==> config.mk <==
export PLATFORM = sky130hd
export DESIGN_NAME = sorted_list_table
export DESIGN_NICKNAME = d
export VERILOG_FILES = /design/src/hw/rtl/slt_pkg.sv /design/src/hw/rtl/sorted_list_table.sv /design/src/hw/rtl/slt_ram.sv /design/src/hw/rtl/slt_engine.sv
export SDC_FILE = /design/constraint.sdc
export NUM_CORES = 2
export LEC_CHECK = 0
export BUFFER_PORTS_ARGS = -buffer_cell sky130_fd_sc_hd__buf_4
export CAP_MARGIN = 30
export CORE_ASPECT_RATIO = 0.5
export CORE_MARGIN = 5
export CORE_UTILIZATION = 28
export DETAILED_ROUTE_END_ITERATION = 8
export HOLD_SLACK_MARGIN = 0.08
export SETUP_SLACK_MARGIN = 0.02
export SYNTH_ARGS = -nofsm -noshare
export SYNTH_HDL_FRONTEND = slang
export SYNTH_SLANG_ARGS = --single-unit
==> constraint.sdc <==
create_clock -name clk -period 8.02 [get_ports clk]
set_clock_uncertainty 0.15 [all_clocks]
set_input_delay 0.802 -clock clk [delete_from_list [all_inputs] [get_ports clk]]
set_output_delay 0.802 -clock clk [all_outputs]
set_load 0.005 [all_outputs]
==> src/hw/rtl/slt_pkg.sv <==
`default_nettype none
package slt_pkg;

  localparam int CMD_W = 3;
  localparam int POS_W = 7;
  localparam int IO_VAL_W = 32;
  localparam int CNT_OUT_W = 7;

  localparam logic [CMD_W-1:0] CMD_INSERT = 3'd0;
  localparam logic [CMD_W-1:0] CMD_REMOVE = 3'd1;
  localparam logic [CMD_W-1:0] CMD_DROP_NEG = 3'd2;
  localparam logic [CMD_W-1:0] CMD_DROP_EVEN = 3'd3;
  localparam logic [CMD_W-1:0] CMD_CLEAR = 3'd4;
  localparam logic [CMD_W-1:0] CMD_READ = 3'd5;

  typedef struct packed {
    logic                 ok;
    logic [IO_VAL_W-1:0]  read_value;
    logic [CNT_OUT_W-1:0] count;
    logic                 empty_res;
    logic                 full_res;
  } res_t;

endpackage
`default_nettype wire

==> src/hw/rtl/sorted_list_table.sv <==
// Sorted list table: up to DEPTH signed words kept largest first, plus a count.
// Input channel (in_valid/in_stall) takes one command item: insert, remove value,
// remove negatives, remove evens, clear or read at a 1-based position.
// Every item yields exactly one result item on the out_ channel: ok, read value,
// and count/empty/full as they stand after the command.
// Work per item before its result goes to the out_ registers:
//   clear, unknown codes, read out of range, insert when full or into an empty
//   table, remove or filter on an empty table: result formed when the item is accepted
//   read in range: one RAM read
//   insert: walks down from the tail until the slot is found
//   remove value and filters: one full pass over the entries
// The entries sit in one single-port-write, registered-read RAM; the pass is bound
// by one read and one write per cycle, as the RAM has one port for each.
// One item is worked on at a time; in_stall is high while it is in flight. With
// out_stall low the next item is taken in the cycle after the out_ registers load.
// The result register frees the engine: the next item is taken while a result
// still waits on out_stall, and the engine holds its next result until the
// register is taken. Reset empties the table; RAM contents need no clearing.
`default_nettype none
module sorted_list_table #(
  parameter int DEPTH = 64,
  parameter int VALUE_WIDTH = 32
) (
  input  wire logic                                    clk,
  input  wire logic                                    rst_n,
  input  wire logic                                    in_valid,
  output logic                                         in_stall,
  input  wire logic [slt_pkg::CMD_W-1:0]               in_cmd,
  input  wire logic signed [slt_pkg::IO_VAL_W-1:0]     in_value,
  input  wire logic [slt_pkg::POS_W-1:0]               in_position,
  output logic                                         out_valid,
  input  wire logic                                    out_stall,
  output logic                                         out_ok,
  output logic signed [slt_pkg::IO_VAL_W-1:0]          out_read_value,
  output logic [slt_pkg::CNT_OUT_W-1:0]                out_count,
  output logic                                         out_empty_res,
  output logic                                         out_full_res
);

  logic                          start, busy, res_valid, res_ready;
  slt_pkg::res_t                 res;
  slt_pkg::res_t                 out_r;
  logic                          out_valid_r, out_valid_nxt;
  logic [VALUE_WIDTH+31:0]       val_sext;
  logic signed [VALUE_WIDTH-1:0] val;

  // input value taken as VALUE_WIDTH bits, sign-extended when wider
  assign val_sext = {{VALUE_WIDTH{in_value[slt_pkg::IO_VAL_W-1]}}, in_value};
  assign val = val_sext[VALUE_WIDTH-1:0];

  assign in_stall = busy;
  assign start = in_valid && !busy;
  assign res_ready = !out_valid_r || !out_stall;

  slt_engine #(
    .DEPTH(DEPTH),
    .VALUE_WIDTH(VALUE_WIDTH)
  ) u_engine (
    .clk      (clk),
    .rst_n    (rst_n),
    .start    (start),
    .cmd      (in_cmd),
    .val      (val),
    .pos      (in_position),
    .busy     (busy),
    .res_valid(res_valid),
    .res_ready(res_ready),
    .res      (res)
  );

  always_comb begin
    out_valid_nxt = out_valid_r;
    if (res_ready) begin
      out_valid_nxt = res_valid;
    end
  end

  always_ff @(posedge clk) begin
    if (!rst_n) begin
      out_valid_r <= 1'b0;
    end else begin
      out_valid_r <= out_valid_nxt;
    end
  end

  always_ff @(posedge clk) begin
    if (res_ready && res_valid) begin
      out_r <= res;
    end
  end

  assign out_valid = out_valid_r;
  assign out_ok = out_r.ok;
  assign out_read_value = out_r.read_value;
  assign out_count = out_r.count;
  assign out_empty_res = out_r.empty_res;
  assign out_full_res = out_r.full_res;

`ifndef SYNTHESIS
  // every accepted item occupies the engine at least until its result is formed
  assert property (@(posedge clk) disable iff (!rst_n) start |=> busy)
    else $error("engine idle right after accepting an item");

  // a failed command never carries a read value
  assert property (@(posedge clk) disable iff (!rst_n)
    (out_valid && !out_ok) |-> (out_read_value == '0))
    else $error("nonzero read value on a failed command");

  // a pending result is only offered while the input side is held off
  assert property (@(posedge clk) disable iff (!rst_n) res_valid |-> in_stall)
    else $error("result pending while input accepted");
`endif

endmodule
`default_nettype wire

==> src/hw/rtl/slt_ram.sv <==
`default_nettype none
module slt_ram #(
  parameter int WIDTH = 32,
  parameter int DEPTH = 64
) (
  input  wire logic                     clk,
  input  wire logic                     wr_en,
  input  wire logic [$clog2(DEPTH)-1:0] wr_addr,
  input  wire logic [WIDTH-1:0]         wr_data,
  input  wire logic                     rd_en,
  input  wire logic [$clog2(DEPTH)-1:0] rd_addr,
  output logic      [WIDTH-1:0]         rd_data
);

  logic [WIDTH-1:0] mem [DEPTH];

  always_ff @(posedge clk) begin
    if (wr_en) begin
      mem[wr_addr] <= wr_data;
    end
    if (rd_en) begin
      rd_data <= mem[rd_addr];
    end
  end

endmodule
`default_nettype wire

==> src/hw/rtl/slt_engine.sv <==
`default_nettype none
module slt_engine #(
  parameter int DEPTH = 64,
  parameter int VALUE_WIDTH = 32
) (
  input  wire logic                          clk,
  input  wire logic                          rst_n,
  input  wire logic                          start,
  input  wire logic [slt_pkg::CMD_W-1:0]     cmd,
  input  wire logic signed [VALUE_WIDTH-1:0] val,
  input  wire logic [slt_pkg::POS_W-1:0]     pos,
  output logic                               busy,
  output logic                               res_valid,
  input  wire logic                          res_ready,
  output slt_pkg::res_t                      res
);

  localparam int AW = $clog2(DEPTH);
  localparam int CW = $clog2(DEPTH + 1);
  localparam int PW = CW + slt_pkg::POS_W;

  typedef enum logic [3:0] {
    S_IDLE = 4'b0001,
    S_SCAN = 4'b0010,
    S_FIN  = 4'b0100,
    S_DONE = 4'b1000
  } state_t;

  state_t                        state_r, state_nxt;
  logic [slt_pkg::CMD_W-1:0]     cmd_r, cmd_nxt;
  logic [VALUE_WIDTH-1:0]        val_r, val_nxt;
  logic [CW-1:0]                 count_r, count_nxt;
  logic [AW-1:0]                 rptr_r, rptr_nxt;
  logic [CW-1:0]                 left_r, left_nxt;
  logic                          pv_r, pv_nxt;
  logic [AW-1:0]                 kidx_r, kidx_nxt;
  logic [CW-1:0]                 w_r, w_nxt;
  logic                          dropped_r, dropped_nxt;
  slt_pkg::res_t                 res_r, res_nxt;

  logic                          rd_en, wr_en;
  logic [AW-1:0]                 rd_addr, wr_addr;
  logic [VALUE_WIDTH-1:0]        wr_data, rd_data;

  logic                          fin, fin_ok;
  logic [CW-1:0]                 fin_cnt;
  logic [slt_pkg::IO_VAL_W-1:0]  fin_rd;
  logic                          drop;

  logic [PW-1:0]                 pos_ext, cnt_ext, pos_m1;
  logic [CW-1:0]                 cnt_m1;
  logic [VALUE_WIDTH+31:0]       rd_sext;
  logic [CW+6:0]                 fin_cnt_ext;

  assign pos_ext = {{CW{1'b0}}, pos};
  assign cnt_ext = {{slt_pkg::POS_W{1'b0}}, count_r};
  assign pos_m1 = pos_ext - PW'(1);
  assign cnt_m1 = count_r - CW'(1);
  assign rd_sext = {{32{rd_data[VALUE_WIDTH-1]}}, rd_data};
  assign fin_cnt_ext = {7'b0, fin_cnt};

  slt_ram #(
    .WIDTH(VALUE_WIDTH),
    .DEPTH(DEPTH)
  ) u_ram (
    .clk    (clk),
    .wr_en  (wr_en),
    .wr_addr(wr_addr),
    .wr_data(wr_data),
    .rd_en  (rd_en),
    .rd_addr(rd_addr),
    .rd_data(rd_data)
  );

  always_comb begin
    case (cmd_r)
      slt_pkg::CMD_DROP_NEG:  drop = rd_data[VALUE_WIDTH-1];
      slt_pkg::CMD_DROP_EVEN: drop = !rd_data[0];
      default:                drop = !dropped_r && (rd_data == val_r);
    endcase
  end

  always_comb begin
    state_nxt = state_r;
    cmd_nxt = cmd_r;
    val_nxt = val_r;
    count_nxt = count_r;
    rptr_nxt = rptr_r;
    left_nxt = left_r;
    pv_nxt = 1'b0;
    kidx_nxt = kidx_r;
    w_nxt = w_r;
    dropped_nxt = dropped_r;
    res_nxt = res_r;
    rd_en = 1'b0;
    rd_addr = rptr_r;
    wr_en = 1'b0;
    wr_addr = kidx_r;
    wr_data = val_r;
    fin = 1'b0;
    fin_ok = 1'b0;
    fin_cnt = count_r;
    fin_rd = '0;

    case (state_r)
      S_IDLE: begin
        if (start) begin
          cmd_nxt = cmd;
          val_nxt = val;
          w_nxt = '0;
          dropped_nxt = 1'b0;
          case (cmd)
            slt_pkg::CMD_INSERT: begin
              if (count_r == CW'(DEPTH)) begin
                fin = 1'b1;
              end else if (count_r == '0) begin
                wr_en = 1'b1;
                wr_addr = '0;
                wr_data = val;
                fin = 1'b1;
                fin_ok = 1'b1;
                fin_cnt = CW'(1);
              end else begin
                rptr_nxt = cnt_m1[AW-1:0];
                left_nxt = count_r;
                state_nxt = S_SCAN;
              end
            end
            slt_pkg::CMD_REMOVE, slt_pkg::CMD_DROP_NEG, slt_pkg::CMD_DROP_EVEN: begin
              if (count_r == '0) begin
                fin = 1'b1;
              end else begin
                rptr_nxt = '0;
                left_nxt = count_r;
                state_nxt = S_SCAN;
              end
            end
            slt_pkg::CMD_CLEAR: begin
              fin = 1'b1;
              fin_ok = 1'b1;
              fin_cnt = '0;
            end
            slt_pkg::CMD_READ: begin
              if (pos != '0 && pos_ext <= cnt_ext) begin
                rptr_nxt = pos_m1[AW-1:0];
                left_nxt = CW'(1);
                state_nxt = S_SCAN;
              end else begin
                fin = 1'b1;
              end
            end
            default: begin
              fin = 1'b1;
            end
          endcase
        end
      end
      S_SCAN: begin
        // one read issued per cycle, data for the previous index processed
        if (left_r != '0) begin
          rd_en = 1'b1;
          pv_nxt = 1'b1;
          kidx_nxt = rptr_r;
          left_nxt = left_r - CW'(1);
          rptr_nxt = (cmd_r == slt_pkg::CMD_INSERT) ? rptr_r - AW'(1) : rptr_r + AW'(1);
        end
        if (pv_r) begin
          case (cmd_r)
            slt_pkg::CMD_INSERT: begin
              // backward walk: shift smaller entries up one slot
              wr_en = 1'b1;
              wr_addr = kidx_r + AW'(1);
              if ($signed(rd_data) < $signed(val_r)) begin
                wr_data = rd_data;
                if (kidx_r == '0) begin
                  state_nxt = S_FIN;
                  left_nxt = '0;
                end
              end else begin
                wr_data = val_r;
                fin = 1'b1;
                fin_ok = 1'b1;
                fin_cnt = count_r + CW'(1);
              end
            end
            slt_pkg::CMD_READ: begin
              fin = 1'b1;
              fin_ok = 1'b1;
              fin_rd = rd_sext[31:0];
            end
            default: begin
              // compaction: kept entries move down to the write pointer
              if (drop) begin
                dropped_nxt = 1'b1;
              end else begin
                wr_en = 1'b1;
                wr_addr = w_r[AW-1:0];
                wr_data = rd_data;
                w_nxt = w_r + CW'(1);
              end
              if (left_r == '0) begin
                fin = 1'b1;
                fin_ok = (w_nxt != count_r);
                fin_cnt = w_nxt;
              end
            end
          endcase
        end
      end
      S_FIN: begin
        wr_en = 1'b1;
        wr_addr = '0;
        wr_data = val_r;
        fin = 1'b1;
        fin_ok = 1'b1;
        fin_cnt = count_r + CW'(1);
      end
      S_DONE: begin
        if (res_ready) begin
          state_nxt = S_IDLE;
        end
      end
      default: begin
        state_nxt = S_IDLE;
      end
    endcase

    if (fin) begin
      count_nxt = fin_cnt;
      res_nxt.ok = fin_ok;
      res_nxt.read_value = fin_rd;
      res_nxt.count = fin_cnt_ext[slt_pkg::CNT_OUT_W-1:0];
      res_nxt.empty_res = (fin_cnt == '0);
      res_nxt.full_res = (fin_cnt == CW'(DEPTH));
      left_nxt = '0;
      pv_nxt = 1'b0;
      state_nxt = S_DONE;
    end
  end

  always_ff @(posedge clk) begin
    if (!rst_n) begin
      state_r <= S_IDLE;
      count_r <= '0;
      left_r <= '0;
      pv_r <= 1'b0;
    end else begin
      state_r <= state_nxt;
      count_r <= count_nxt;
      left_r <= left_nxt;
      pv_r <= pv_nxt;
    end
  end

  always_ff @(posedge clk) begin
    cmd_r <= cmd_nxt;
    val_r <= val_nxt;
    rptr_r <= rptr_nxt;
    kidx_r <= kidx_nxt;
    w_r <= w_nxt;
    dropped_r <= dropped_nxt;
    res_r <= res_nxt;
  end

  assign busy = (state_r != S_IDLE);
  assign res_valid = (state_r == S_DONE);
  assign res = res_r;

endmodule
`default_nettype wire

==> flow_summary.json <==
{
  "status": "finished clean",
  "slew_headroom_pct": 30.6,
  "gp_congestion": 0.899,
  "finalHoldViolations": 0,
  "core_mm2": 0.312,
  "synth-edff-count": 2219,
  "slowest_delay_ns": 0.88,
  "combPwrFrac_pct": 7.7,
  "p_seq_share_pct": 52.6,
  "cts.htree.levels": 4,
  "p_sw_share_pct": 22.7,
  "synthDistinctLibCells": 90,
  "final_util_pct": 32.9,
  "syn_to_final_growth_pct": 17.2,
  "rows": 145,
  "synth-seq-area-share_pct": 76.5,
  "rrSetupSlack_ns": 1.75,
  "fillerInstances": 28900,
  "setup_viol": 0,
  "drive_above_1_share_pct": 31.1,
  "multiInputGateArea_mm2": 0.0205,
  "critical_path_arrival_ns": 6.64,
  "routed_wirelength_um": 234000,
  "hp-class": "input port to flip-flop",
  "crit_family": "simple AND/OR/NAND/NOR gates",
  "cts_root_buf": "clkbuf_16",
  "synth_top_area_share_pct": 76.0,
  "vias_per_cell": 5.02,
  "reg2reg_from": "u_engine.val_r[31]",
  "cts_resized": 0,
  "place_ws_ns": 1.82,
  "syn_avg_cell_area_um2": 22.7,
  "die_w_um": 801,
  "antenna_found_initial": 27,
  "slowest_stage": "nor2_4",
  "start_kind": "flip-flop",
  "clockBufferDepth": 3,
  "rsz0062_at_grt": "false",
  "worstMarginPinSlew_ns": 1.03,
  "ys_seq_elements": 2239,
  "reg2reg_depth": 12,
  "vias": 42900,
  "vdd_ir_drop_max_uv": 184,
  "powerDensity_mw_per_mm2": 245,
  "drv_cap": 0,
  "drc": 0,
  "die_y_um": 406,
  "final-max-slew-violation-count": 0,
  "switching_power_mw": 5.71,
  "synthCells": 3854,
  "avgRoutedWirePerCell_um": 27.3,
  "hold_depth": 1,
  "r2r_end": "u_engine.u_ram.mem[59][24]",
  "clk-insertion-delay-late_ns": 0.85,
  "drtIter0Drc": 5326,
  "cts_inserted_buffers": 217,
  "first_pass_iters": 5,
  "holdPathEnd": "u_engine.val_r[20]",
  "seq_area_mm2": 0.0670,
  "gr-total-overflow": 0,
  "worst-path-max-fanout": 18,
  "fin_ws_ns": 1.75,
  "layout_min_cycle_time_ns": 6.27,
  "clkTransAtPathRegs_ns": 0.07,
  "die-area_mm2": 0.325,
  "layout_common_cells": "2,219 x edfxtp_1, 664 x mux4_2, 219 x clkbuf_16",
  "antenna_left": 0,
  "async_reset_ff_share_pct": 0,
  "synth.area.top_cells": "edfxtp_1 76%, mux4_2 17%, ha_1 0.71%",
  "critPathKind": "flip-flop to flip-flop",
  "synthesis.area_mm2": 0.0876,
  "nNetsFinal": 4235,
  "first_global_vias": 43300,
  "p_leak_nw": 31.4,
  "max_freq_mhz": 159,
  "required_ns": 8.39,
  "internal_power_mw": 19.5,
  "track_usage_pct": 14.1,
  "cts_tree": "done",
  "grt_max_degree": 116,
  "synth-main-ff-cell": "edfxtp_1",
  "layout_commonest_cell": "edfxtp_1",
  "tns_ns": 0,
  "finalNonFillerCells": 8544,
  "initial_core_util_pct": 28.1,
  "worstHoldStart": "in_value[20]",
  "place_inst": 8078,
  "clock-sinks": 2239,
  "syn_nets": 3951,
  "grt_pass1_wl_um": 332000,
  "end_kind": "flip-flop",
  "place_hpwl_um": 145000,
  "cp.buffers_inverters": 2,
  "crit_path_cell_trace": "inv_1, ha_1, nand4_1, nor4_4, a31oi_2, o21ai_0, nand2_1, nand2_4, a21o_1, nand3_1, nor2_4, buf_4",
  "clockPowerShare_pct": 39.7,
  "fin_crit_sh_pct": 78.2,
  "pin_count": 90,
  "yosysTopAreaCell": "edfxtp_1",
  "io_buffer_count": 89,
  "yosysWarnings": 0
}
area by class of cell:
cell class / instances / area share, %
clock inverters: 142 / 1.22
inverters: 65 / 0.238
well taps: 4189 / 5.10
multi-input cells: 1344 / 19.9
clock buffers: 262 / 5.53
diodes: 32 / 0.0780
flip-flops and latches: 2239 / 65.3
repair buffers: 271 / 2.62
Yosys cell counts (10+ instances only):
| master | instances |
|---|---|
| a21o_1 | 10 |
| a21oi_1 | 47 |
| a22oi_1 | 33 |
| and2_1 | 12 |
| and3_1 | 39 |
| buf_1 | 42 |
| buf_2 | 16 |
| clkbuf_1 | 144 |
| dfxtp_1 | 20 |
| edfxtp_1 | 2219 |
| ha_1 | 50 |
| inv_1 | 62 |
| mux2i_1 | 10 |
| mux4_2 | 664 |
| nand2_1 | 54 |
| nand3_1 | 24 |
| nand4_1 | 14 |
| nor2_1 | 101 |
| nor3_1 | 15 |
| o21ai_0 | 41 |
| o31ai_1 | 38 |
| or3_1 | 11 |
| xnor2_1 | 17 |
| xor2_1 | 10 |
metal layers:
layer  track usage [%]  part of all wire [%]
met5                 0                     0
met2              22.3                    47
met4              5.96                   4.6
met3              2.51                   8.2
met1              19.1                    40
how the worst max path moves through the flow:
stage	from	end	slack, ns	cells after the start
final	u_engine.val_r[31]	u_engine.u_ram.mem[59][24]	1.75	12
after global routing	u_engine.u_ram.rd_data[31]	u_engine.u_ram.mem[59][25]	1.57	11
after CTS	u_engine.u_ram.rd_data[31]	u_engine.u_ram.mem[59][24]	1.80	11
after detailed placement	u_engine.u_ram.rd_data[31]	u_engine.u_ram.mem[59][22]	1.82	11
after global placement	u_engine.val_r[31]	u_engine.u_ram.mem[54][27]	1.64	10
after floorplan	u_engine.u_ram.rd_data[31]	u_engine.u_ram.mem[0][10]	2.09	10
registers in the layout, indices dropped and copies added, names as in the netlist:
name                    count
out_read_value             32
out_valid                   1
u_engine.dropped_r          1
u_engine.u_ram.rd_data     32
u_engine.state_r            4
u_engine.left_r             7
u_engine.res               42
u_engine.rd_addr            6
out_full_res                1
u_engine.pv_r               1
u_engine.u_ram.mem       2048
out_empty_res               1
out_count                   7
u_engine.w_r                7
out_ok                      1
u_engine.val_r             32
u_engine.count_r            7
u_engine.kidx_r             6
u_engine.cmd_r              3
cell families (layout without fill, tap and decap cells):
family	count (synthesis)	count (layout)	synth area share [%]
fa+ha+maj	51	51	0.737
mux	682	682	17.3
buf+inv	271	740	1.21
compound gates	249	249	1.99
xor+xnor	27	27	0.270
other cells	0	32	0
flops	2239	2239	76.5
simple gates	335	335	2.02
power by group through the flow:
stage	combinational [mW]	clock, mW	sequential (mW)
2_1_floorplan	1.06	0	13.5
3_3_place_gp	1.87	0	13.5
3_5_place_dp	1.92	0	13.5
4_1_cts	1.93	10.2	13.3
5_1_grt	2.03	10.7	13.3
6_report	1.93	10.0	13.3
worst reg2reg max path, stage by stage (launching register included):
cell,delay [ns]
edfxtp_1,0.40
inv_1,0.08
ha_1,0.55
nand4_1,0.35
nor4_4,0.83
a31oi_2,0.58
o21ai_0,0.40
nand2_1,0.17
nand2_4,0.17
a21o_1,0.24
nand3_1,0.73
nor2_4,0.89
buf_4,0.39
per-stage QoR:
step	hold WS [ns]	cell area [um^2]	total power, mW
after detailed placement	0.255	95400	15.4
after global placement	0.251	94600	15.4
final	0.140	103000	25.2
after CTS	0.0801	103000	25.4
after floorplan	0.250	87600	14.6
after global routing	0.0822	103000	26.0
repair_timing:
item / 4_1_cts / 5_1_grt
hold endpoints to repair: 28 / 1
buffers inserted: 0 / 0
hold buffers: 29 / 1
Power figures use the tool's default switching activity.
